[config.mk]
export PLATFORM = sky130hd
export DESIGN_NAME = arq_receive_reorder_window_flat
export DESIGN_NICKNAME = d
export VERILOG_FILES = /design/src/design/arq_pkg.sv /design/src/design/arq_if.sv /design/src/design/arq_receive_reorder_window.sv /design/src/flat_wrapper.sv
export SDC_FILE = /design/constraint.sdc
export NUM_CORES = 2
export LEC_CHECK = 0
export ABC_AREA = 0
export BUFFER_PORTS_ARGS = -buffer_cell sky130_fd_sc_hd__clkbuf_2
export CORE_ASPECT_RATIO = 0.9
export CORE_MARGIN = 8
export CORE_UTILIZATION = 55
export DETAILED_ROUTE_END_ITERATION = 10
export PLACE_DENSITY = 0.69
export REMOVE_ABC_BUFFERS = 1
export SYNTH_ARGS = -nofsm -noshare
export SYNTH_HDL_FRONTEND = slang
export SYNTH_SLANG_ARGS = --single-unit
[constraint.sdc]
create_clock -name clk -period 14.4 [get_ports clk]
set_clock_uncertainty 0.05 [all_clocks]
set_input_delay 3.6 -clock clk [delete_from_list [all_inputs] [get_ports clk]]
set_output_delay 3.6 -clock clk [all_outputs]
set_load 0.1 [all_outputs]
[src/design/arq_pkg.sv]
// Shared types and constants of the ARQ receive reorder window.
package arq_pkg;

    localparam int WINDOW_DEPTH = 16;
    localparam int SLOT_BITS    = $clog2(WINDOW_DEPTH);
    localparam int SEQ_BITS     = 6;
    localparam int HDR_SEQ_BITS = 6;
    localparam int PAYLOAD_BITS = 64;
    localparam int HDR_BITS     = 8;
    localparam int WORD_BITS    = 64;
    localparam int ACK_BITS     = 24;
    localparam int MAX_DELIVER  = 15;

    typedef logic [SEQ_BITS-1:0]            seq_t;
    typedef logic [SLOT_BITS-1:0]           slot_t;
    typedef logic [WINDOW_DEPTH-1:0]        mark_map_t;
    typedef logic [$clog2(MAX_DELIVER)-1:0] cnt_t;
    typedef logic [1:0]                     status_t;
    typedef logic [1:0]                     frame_type_t;

    localparam status_t ST_NORMAL   = 2'd1;
    localparam status_t ST_RESET    = 2'd2;
    localparam status_t ST_SYNC_ERR = 2'd3;

    localparam frame_type_t TYPE_DATA  = 2'b01;
    localparam frame_type_t TYPE_RESET = 2'b10;

    typedef struct packed {
        seq_t                    tag;
        logic [PAYLOAD_BITS-1:0] data;
    } entry_t;

endpackage

[src/design/arq_if.sv]
// Valid/ready channel interfaces for frame input and result output beats.
interface arq_in_if;
    import arq_pkg::*;

    logic                 valid;
    logic                 ready;
    logic                 kind;
    logic [HDR_BITS-1:0]  header;
    logic [WORD_BITS-1:0] payload;

    modport source (output valid, kind, header, payload, input ready);
    modport sink (input valid, kind, header, payload, output ready);
endinterface

interface arq_out_if;
    import arq_pkg::*;

    logic                 valid;
    logic                 ready;
    logic                 kind_out;
    logic [WORD_BITS-1:0] payload_out;
    logic [ACK_BITS-1:0]  ack_report;
    logic                 last;

    modport source (output valid, kind_out, payload_out, ack_report, last, input ready);
    modport sink (input valid, kind_out, payload_out, ack_report, last, output ready);
endinterface

[src/design/arq_receive_reorder_window.sv]
// Selective-repeat ARQ receiver: reorder buffer memory and in-order delivery.
// Report: a request beat moves idle to ack, which loads the output stage. A
// frame that extends the run moves idle through read to data, which delivers
// one payload a cycle while the output stage has room. Beats are taken in idle
// only; a run drains up to 15 slots through the memory's single read port.
// Reset: rst_n clears the window, status goes to reset state; no clearing pass.
module arq_receive_reorder_window (
    input  logic        clk,
    input  logic        rst_n,
    arq_in_if.sink      frame,
    arq_out_if.source   result
);
    import arq_pkg::*;

    // Idle takes beats; ack loads a report; read primes the memory port;
    // data delivers one payload a cycle while the output stage has room.
    typedef enum logic [1:0] {
        S_IDLE,
        S_ACK,
        S_READ,
        S_DATA
    } state_t;

    state_t    state_reg, state_next;
    seq_t      lio_reg, lio_next;          // last in-order sequence
    mark_map_t bitmap_reg, bitmap_next;    // bit 15 is one ahead
    status_t   status_reg, status_next;
    logic      sync_err_reg, sync_err_next;
    cnt_t      cnt_reg, cnt_next;          // payloads delivered for this frame

    // Output stage: holds a finished beat until the sink takes it
    logic                 out_valid_reg, out_valid_next;
    logic                 out_kind_reg, out_kind_next;
    logic [WORD_BITS-1:0] out_payload_reg, out_payload_next;
    logic [ACK_BITS-1:0]  out_ack_reg, out_ack_next;
    logic                 out_last_reg, out_last_next;

    // Reorder buffer: payload and sequence tag per slot
    entry_t mem [WINDOW_DEPTH];
    entry_t rd_data_reg;
    slot_t  rd_addr;

    logic        in_fire;
    frame_type_t ftype;
    seq_t        seq_in;
    seq_t        ahead;
    logic        in_window;
    slot_t       bit_idx;
    mark_map_t   bitmap_set;
    logic        wr_en;
    logic        out_free;
    seq_t        next_seq;
    logic        tag_ok;
    logic        done_now;

    assign in_fire   = frame.valid && frame.ready;
    assign ftype     = frame.header[HDR_BITS-1 -: 2];
    assign seq_in    = SEQ_BITS'(frame.header[HDR_SEQ_BITS-1:0]);
    assign ahead     = seq_in - lio_reg;
    assign in_window = (ahead != '0) && (ahead <= seq_t'(WINDOW_DEPTH));
    // One ahead maps to bit 15, a full window ahead to bit 0
    assign bit_idx    = slot_t'(seq_t'(WINDOW_DEPTH) - ahead);
    assign bitmap_set = bitmap_reg | (mark_map_t'(1) << bit_idx);

    assign wr_en = in_fire && !frame.kind && (ftype == TYPE_DATA)
                   && !sync_err_reg && in_window;

    assign out_free = !out_valid_reg || result.ready;
    assign next_seq = lio_reg + seq_t'(1);
    assign tag_ok   = (rd_data_reg.tag == next_seq);
    // Final delivery when the run breaks or the per-frame limit is reached
    assign done_now = !bitmap_reg[WINDOW_DEPTH-2] || (cnt_reg == cnt_t'(MAX_DELIVER - 1));

    // Read the slot of the next in-order sequence; advance one ahead
    // whenever a payload leaves so the port streams one slot a cycle.
    always_comb
    begin
        if (state_reg == S_DATA && out_free)
        begin
            rd_addr = slot_t'(next_seq + seq_t'(1));
        end
        else
        begin
            rd_addr = slot_t'(next_seq);
        end
    end

    // Writes happen only on an accepted beat in idle; a read then may return the old
    // entry of the slot being written, and the read state reads the slot again.
    always_ff @(posedge clk)
    begin
        if (wr_en)
        begin
            mem[slot_t'(seq_in)] <= '{tag: seq_in, data: frame.payload[PAYLOAD_BITS-1:0]};
        end
        rd_data_reg <= mem[rd_addr];
    end

    always_comb
    begin
        state_next       = state_reg;
        lio_next         = lio_reg;
        bitmap_next      = bitmap_reg;
        status_next      = status_reg;
        sync_err_next    = sync_err_reg;
        cnt_next         = cnt_reg;
        out_valid_next   = out_valid_reg;
        out_kind_next    = out_kind_reg;
        out_payload_next = out_payload_reg;
        out_ack_next     = out_ack_reg;
        out_last_next    = out_last_reg;

        if (out_valid_reg && result.ready)
        begin
            out_valid_next = 1'b0;
        end

        case (state_reg)
            S_IDLE:
            begin
                if (in_fire)
                begin
                    if (frame.kind)
                    begin
                        state_next = S_ACK;
                    end
                    else
                    begin
                        case (ftype)
                            TYPE_DATA:
                            begin
                                if (sync_err_reg)
                                begin
                                    // Drop data until a reset command
                                    status_next = ST_SYNC_ERR;
                                end
                                else if (in_window)
                                begin
                                    bitmap_next = bitmap_set;
                                    cnt_next    = '0;
                                    if (bitmap_set[WINDOW_DEPTH-1])
                                    begin
                                        state_next = S_READ;
                                    end
                                    else
                                    begin
                                        status_next = ST_NORMAL;
                                    end
                                end
                                else
                                begin
                                    // Old or out-of-window sequence: drop
                                    status_next = ST_NORMAL;
                                end
                            end
                            TYPE_RESET:
                            begin
                                lio_next      = '0;
                                bitmap_next   = '0;
                                sync_err_next = 1'b0;
                                status_next   = ST_RESET;
                            end
                            default:
                            begin
                                // Reserved type: ignore the frame
                            end
                        endcase
                    end
                end
            end
            S_ACK:
            begin
                if (out_free)
                begin
                    out_valid_next   = 1'b1;
                    out_kind_next    = 1'b1;
                    out_payload_next = '0;
                    out_ack_next     = {status_reg, HDR_SEQ_BITS'(lio_reg), bitmap_reg};
                    out_last_next    = 1'b1;
                    state_next       = S_IDLE;
                end
            end
            S_READ:
            begin
                state_next = S_DATA;
            end
            S_DATA:
            begin
                if (out_free)
                begin
                    out_valid_next   = 1'b1;
                    out_kind_next    = 1'b0;
                    out_payload_next = WORD_BITS'(rd_data_reg.data);
                    out_ack_next     = '0;
                    out_last_next    = done_now;
                    lio_next         = next_seq;
                    bitmap_next      = bitmap_reg << 1;
                    cnt_next         = cnt_reg + cnt_t'(1);
                    if (!tag_ok)
                    begin
                        // Deliver anyway, latch the error
                        sync_err_next = 1'b1;
                    end
                    if (done_now)
                    begin
                        state_next  = S_IDLE;
                        status_next = (sync_err_reg || !tag_ok) ? ST_SYNC_ERR : ST_NORMAL;
                    end
                end
            end
            default:
            begin
                state_next = S_IDLE;
            end
        endcase
    end

    always_ff @(posedge clk or negedge rst_n)
    begin
        if (!rst_n)
        begin
            state_reg     <= S_IDLE;
            lio_reg       <= '0;
            bitmap_reg    <= '0;
            status_reg    <= ST_RESET;
            sync_err_reg  <= 1'b0;
            cnt_reg       <= '0;
            out_valid_reg <= 1'b0;
        end
        else
        begin
            state_reg     <= state_next;
            lio_reg       <= lio_next;
            bitmap_reg    <= bitmap_next;
            status_reg    <= status_next;
            sync_err_reg  <= sync_err_next;
            cnt_reg       <= cnt_next;
            out_valid_reg <= out_valid_next;
        end
    end

    // Payload of the output stage: no reset needed
    always_ff @(posedge clk)
    begin
        out_kind_reg    <= out_kind_next;
        out_payload_reg <= out_payload_next;
        out_ack_reg     <= out_ack_next;
        out_last_reg    <= out_last_next;
    end

    assign frame.ready        = (state_reg == S_IDLE);
    assign result.valid       = out_valid_reg;
    assign result.kind_out    = out_kind_reg;
    assign result.payload_out = out_payload_reg;
    assign result.ack_report  = out_ack_reg;
    assign result.last        = out_last_reg;

endmodule

[src/flat_wrapper.sv]
// flat-port wrapper written by rule: the top's interface ports become plain ports
module arq_receive_reorder_window_flat import arq_pkg::*;
  (clk, rst_n, frame_valid, frame_kind, frame_header, frame_payload, frame_ready, result_valid, result_kind_out, result_payload_out, result_ack_report, result_last, result_ready);
  arq_in_if frame_i ();
  arq_out_if result_i ();
  input  logic clk;
  input  logic rst_n;
  input wire logic [$bits(frame_i.valid)-1:0] frame_valid;
  input wire logic [$bits(frame_i.kind)-1:0] frame_kind;
  input wire logic [$bits(frame_i.header)-1:0] frame_header;
  input wire logic [$bits(frame_i.payload)-1:0] frame_payload;
  output wire logic [$bits(frame_i.ready)-1:0] frame_ready;
  output wire logic [$bits(result_i.valid)-1:0] result_valid;
  output wire logic [$bits(result_i.kind_out)-1:0] result_kind_out;
  output wire logic [$bits(result_i.payload_out)-1:0] result_payload_out;
  output wire logic [$bits(result_i.ack_report)-1:0] result_ack_report;
  output wire logic [$bits(result_i.last)-1:0] result_last;
  input wire logic [$bits(result_i.ready)-1:0] result_ready;
  assign frame_i.valid = frame_valid;
  assign frame_i.kind = frame_kind;
  assign frame_i.header = frame_header;
  assign frame_i.payload = frame_payload;
  assign frame_ready = frame_i.ready;
  assign result_valid = result_i.valid;
  assign result_kind_out = result_i.kind_out;
  assign result_payload_out = result_i.payload_out;
  assign result_ack_report = result_i.ack_report;
  assign result_last = result_i.last;
  assign result_i.ready = result_ready;
  arq_receive_reorder_window u_core (.clk(clk), .rst_n(rst_n), .frame(frame_i), .result(result_i));
endmodule
* Yosys cells after proc, flatten, opt, wreduce, memory -nomap -nowiden
Memories as Yosys holds them, arrays and structs flattened. A register that Yosys moved wholly into a read port is not among the register bits.
Cells that the tools add are included.
** Cells by class
- Muxes and demuxes :: 62
- Shift operators :: 1
- Reductions and logical operators :: 28
- Magnitude comparators :: 1
- Add/sub/neg operators :: 5
- Equal/unequal tests :: 25
- Bitwise operators :: 1
- Multiply operators :: 0
- Div/mod/pow operators :: 0
** Operators with widths (number)
- 64-bit 2-to-1 mux :: 2
- 64-bit case mux with 2 select lines :: 1
- 16-bit 2-to-1 mux :: 5
- 16-bit case mux with 2 select lines :: 2
- 24-bit 2-to-1 mux :: 2
- 24-bit case mux with 2 select lines :: 1
- 2-bit 2-to-1 mux :: 17
- 4-bit 2-to-1 mux :: 7
- 6-bit 2-to-1 mux :: 4
- 3-bit inequality test, second input constant :: 7
- 7-bit AND reduction :: 3
- 16-bit bitwise OR :: 1
- 1-bit by 4-bit << shifter with 16-bit output, first input constant :: 1
- 2-bit inequality test, second input constant :: 7
- 1-bit 2-to-1 mux :: 13
- 6-bit case mux with 2 select lines :: 1
- 4-bit by 1-bit adder with 4-bit output, second input constant :: 2
- 1-bit logical AND :: 8
- 2-bit case mux with 2 select lines :: 2
- 2-bit case mux with 4 select lines :: 1
- 4-bit case mux with 2 select lines :: 1
- 8-bit AND reduction :: 1
- 6-bit by 1-bit adder with 6-bit output, second input constant :: 1
- 2-bit == test, second input constant :: 3
- 18 further kinds :: 30
** Storage, ports and cells
- Bits in latches :: 0
- Input bits :: 77
- Word-level logic and storage cells :: 135
- RAM bits :: 1120
- Output and inout port bits :: 92
- Bits in read-only memories :: 0
- Bits in registers :: 122
- Memories kept :: 1
** Memories
- u_core.mem :: words 16, bits a word 70, read ports 1, clocked after memory_dff 1, write ports 1, RTL line arq_receive_reorder_window.sv:39 : entry_t mem [WINDOW_DEPTH];

* Depth between registers and ports, before layout
- Depth after elaboration :: 11
- Gate-level depth with buffers :: 13
- Depth with buffers taken out :: 11

* Worst setup path before layout
OpenSTA, ideal clock, no wires.
- Path type :: input port to flip-flop
- Start point :: input frame_header[0]
- End point :: memory u_core.mem[8][0] (netlist name), enable pin
- Required time :: 13679 ps
- Cell stages on the path :: 13
- Path slack :: 1117 ps
- Path buffers :: 2
- Data arrival time :: 12562 ps
- Library setup time :: 671 ps
- Path through :: inv_1 -> ha_1 -> inv_1 -> fa_1 -> xnor2_1 -> nand3b_1 -> mux2i_1 -> xnor2_1 -> and4_1 -> clkbuf_1 -> nand3_1 -> buf_2 -> nor4_1
** On the way
- Longest elaborated chain between the ends :: 6
- Elaborated cells on any way between the ends :: 7
- Classes of those cells :: 1 x add/sub; 1 x order compare; 2 x mux; 3 x reduce/logical
** RTL lines
- from (decl) :: RTL line flat_wrapper.sv:10 : input wire logic [$bits(frame_i.header)-1:0] frame_header;
- 6-bit subtractor :: RTL line arq_receive_reorder_window.sv:59 : assign ahead = seq_in - lio_reg;
- 6-bit by 5-bit <= comparator with 1-bit output or 6-bit nonzero test (tied branches) :: RTL line arq_receive_reorder_window.sv:60 : assign in_window = (ahead != '0) && (ahead <= seq_t'(WINDOW_DEPTH));
- 1-bit logical AND :: RTL line arq_receive_reorder_window.sv:60
- 1-bit logical AND :: RTL line arq_receive_reorder_window.sv:66 : && !sync_err_reg && in_window;
- 1-bit 2-to-1 mux :: RTL line arq_receive_reorder_window.sv:92 : if (wr_en)
- 1-bit 2-to-1 mux (implied by the code) :: RTL line arq_receive_reorder_window.sv:94 : mem[slot_t'(seq_in)] <= '{tag: seq_in, data: frame.payload[PAYLOAD_BITS-1:0]};
- to (decl) :: RTL line arq_receive_reorder_window.sv:39
Parallel ways exist; a longest one is shown, timed or not.

* Final worst setup path
- Start point :: input frame_header[0]
- End point :: memory u_core.mem[6][6] (netlist name), enable pin
Same word-level chain as after synthesis.

==> summary.txt <==
Outcome
  • Result of the run: finished clean

Timing
  • Final hold violation count: 0
  • Final Slew Violations: 0
  • RSZ-0062 raised after global routing: no
  • Setup_tns: 0 ns
  • Setup ws final: between 5 and 6 ns
  • Post-layout min period: a little over 9 ns
  • Setup Viol. Count Final: 0
  • Fmax: 110 MHz
  • Period Utilization, post-route: 0.632
  • Slew at the pin closest to its max-slew limit: approximately 1.3 ns
  • Slew headroom: 0.163

Final layout
  • Final #Nets: 4580
  • Final Util: 0.612
  • Non-Filler Cell Area, Final: between 60000 and 70000 µm²
  • Non-filler instance count after layout: a little under 6000
  • Layout cells sized above 1: 0.0996
  • # fillers: a little under 8000
  • Max reg flops: 1120
  • Syn-to-layout area delta: 10.9%

Detailed routing
  • DRC Markers: 0
  • WL met1: between 50000 and 60000 µm
  • Routed WL: 143000 µm
  • 1st-pass router iterations: 6
  • Max Used Layer: met5
  • Routed wire per std cell: between 20 and 25 µm
  • WL met2: between 60000 and 70000 µm
  • Met3 wire len: about 13000 µm
  • Starting DRC count in detailed routing: 4361
  • Via Count: around 38000
  • Routed Antenna Nets: 0
  • Via density: roughly 6.4

Critical path
  • Worst-path maximum fanout: 59
  • Kind of start point of the critical path: primary input
  • CP delay by family, top: simple AND/OR/NAND/NOR gates
  • Worst-path cell chain: clkbuf_2 -> inv_1 -> ha_1 -> inv_1 -> fa_1 -> nor2b_1 -> nand3b_1 -> mux2i_1 -> xnor2_1 -> and4_1 -> nand3_1 -> nor3_2 -> buf_4
  • Most common cell on crit path: inv_1
  • Critical Path RT: 14.68 ns
  • CP arrival: about 9.4 ns
  • Worst Path Buf+Inv: 4
  • Max stage delay on crit path: between 1 and 1.5 ns
  • Reg2reg setup slack: just under 8 ns
  • Slowest cell on the critical path: nor3_2
  • Crit Path Class: primary input to register
  • Critical path endpoint category: register

Yosys
  • Synthesis Warnings: 0
  • Yosys top cell area share: 0.661
  • Number of synthesized flops with an enable pin: approximately 1200
  • Cells after Synth: about 4500
  • Largest cells by area after synthesis: edfxtp_1 (66%), nand2_1 (7.8%), a21oi_1 (2.6%), dfxtp_1 (2.5%), and3_1 (2.3%)
  • Yosys top cell by area: edfxtp_1
  • Synth Cell Area: approximately 55000 µm²
  • Cell variety after synth: between 50 and 60
  • Seq/Total Area, Yosys: 0.701
  • Primary FF master, synth: edfxtp_1
  • Number of synthesized register bits: 1312
  • Asr flop ratio synth: 0.0244
  • Syn Area/Cell: about 12 µm²

Floorplan
  • Die area: between 100000 and 150000 µm²
  • Die height: approximately 320 µm
  • Starting density of the core: 0.552
  • CORE AREA: approximately 100000 µm²
  • # rows: 110
  • IO Pins: around 170
  • Die width: ~350 µm

Clock tree
  • H-tree depth: 4
  • Setup bufs post-CTS: 0
  • Clock tree buffer depth: 3
  • Clock Root Buffer: clkbuf_16
  • # resized after CTS: 0
  • Clk sinks: about 1300
  • Clock-pin slew on the worst setup and hold paths: approximately 0.060 ns
  • Clock buffer count from CTS: between 100 and 150
  • Worst-skew pair later-pin latency: between 0.7 and 0.8 ns
  • CTS tree: done
  • Post-CTS Hold Fix Bufs: 0

Place
  • Post-place setup slack: around 4.6 ns
  • Inst Count DP: between 5000 and 6000
  • Routability cong.: approximately 0.8
  • Area of placed instances: 56800 µm²
  • Detailed Place HPWL: between 70000 and 80000 µm
  • I/O Buffers: between 150 and 200

Power
  • Leakage power: about 0.021 µW
  • Power density over the cells: 194 nW/µm²
  • VDD IR-drop max: 0.000326 V

Global route
  • First-pass GRT wire length: 216000 µm
  • Number of global-route vias before repair: roughly 36000
  • Largest net degree at the start of global routing: around 210
  • Grt total ovfl: 0
  • Global-route usage over all layers: 0.253
  • Initial antenna violation count: 9

Worst hold path
  • Hold WC Path Type: register to register

Job
  • Max-cap violations: 0
==> kinds of logic after synthesis <==
logic type               Yosys count  share of synthesized area
AO/OA/AOI/OAI                   1040                      0.129
XOR/XNOR                          25                    0.00439
adder cells (fa/ha/maj)           12                    0.00287
buffers and inverters            379                     0.0275
flip-flops                      1312                      0.701
multiplexers                      11                    0.00230
AND/OR/NAND/NOR                 1710                      0.134
==> layout make-up <==
cell class	count	area [µm²]	share of cell area
Timing Repair Buffer	232	1410	0.0231
Multi-Input combinational cell	2798	15200	0.248
Clock inverter	51	458	0.00750
Tap cell	1344	1680	0.0276
Sequential cell	1312	38500	0.632
Inverter	14	52.6	0.000861
Clock buffer	193	3720	0.0609
Antenna cell	2	5.00	0.0000820
==> power by group <==
| part | internal (µW) | switching, µW | leakage, µW | total, µW |
|---|---|---|---|---|
| combinational | 1100 | 2820 | 0.00713 | 3920 |
| clock | 1910 | 1410 | 0.00205 | 3320 |
| sequential | 4440 | 136 | 0.0119 | 4570 |
==> worst paths after layout <==
check                                  startpoint                   end  depth (start not counted)
worst min-delay path            u_core.lio_reg[4]     u_core.lio_reg[4]                          2
worst max register to register  u_core.lio_reg[0]      u_core.mem[6][6]                         11
worst max-delay path              frame_header[0]      u_core.mem[6][6]                         13
worst min register to register  u_core.lio_reg[4]     u_core.lio_reg[4]                          2
max in group asynchronous                   rst_n     u_core.lio_reg[0]                          1
min in group asynchronous                   rst_n  u_core.bitmap_reg[7]                          1
==> through the flow <==
stage | total power (µW) | hold WS (ns)
finish | 11800 | 0.444
global route | 12400 | 0.479
CTS | 11900 | 0.445
global placement | 8490 | 0.418
detailed placement | 8560 | 0.431
floorplan | 7900 | 0.400
==> cell usage after synthesis (2+ instances only) <==
cell type and n:
a21o_1 4, a21oi_1 285, a22o_1 19, a22oi_1 69, a311oi_1 138, a31o_2 2, a31oi_1 79, a32o_1 4
and2_1 21, and3_1 202, buf_1 18, buf_2 59, buf_4 2, clkbuf_1 285, dfrtp_1 31, dfxtp_1 70
edfxtp_1 1210, ha_1 11, inv_1 13, mux2_2 3, mux2i_1 7, nand2_1 1144, nand2b_1 8, nand3_1 8
nor2_1 88, nor2b_1 3, nor3_1 219, nor4_1 8, o21ai_0 84, o21ai_1 2, o22a_1 69, o22ai_1 70
o31ai_1 139, o32ai_1 69, or2_2 2, xnor2_1 15, xnor2_2 2, xor2_1 7
==> worst min-delay path, cell delays in order (launching register included) <==
cell and delay [ns]:
dfrtp_1 0.35, nand2_1 0.05, o21ai_0 0.06
==> routing by layer <==
metal	vias to the layer above	track usage
met5	-	0
met4	2	0.0861
met2	1871	0.407
li1	16900	-
met1	18700	0.354
met3	273	0.0410
==> cells in the final DEF, fill, tap and decap left out, drive strengths merged, types with 3 or more instances in the layout <==
cell type  count
a21o           4
a21oi        285
a22o          19
a22oi         69
a311oi       138
a31oi         79
a32o           4
and2          21
and3         202
buf           64
bufinv         6
clkbuf       361
clkinv        38
dfrtp         31
dfxtp         70
edfxtp      1210
ha            11
inv           21
mux2           3
mux2i          7
nand2       1144
nand2b         8
nand3          8
nor2          89
nor2b          3
nor3         220
nor4           8
o21ai         86
o22a          69
o22ai         70
o31ai        139
o32ai         69
or2            3
xnor2         17
xor2           8
Power figures use the tool's default switching activity.
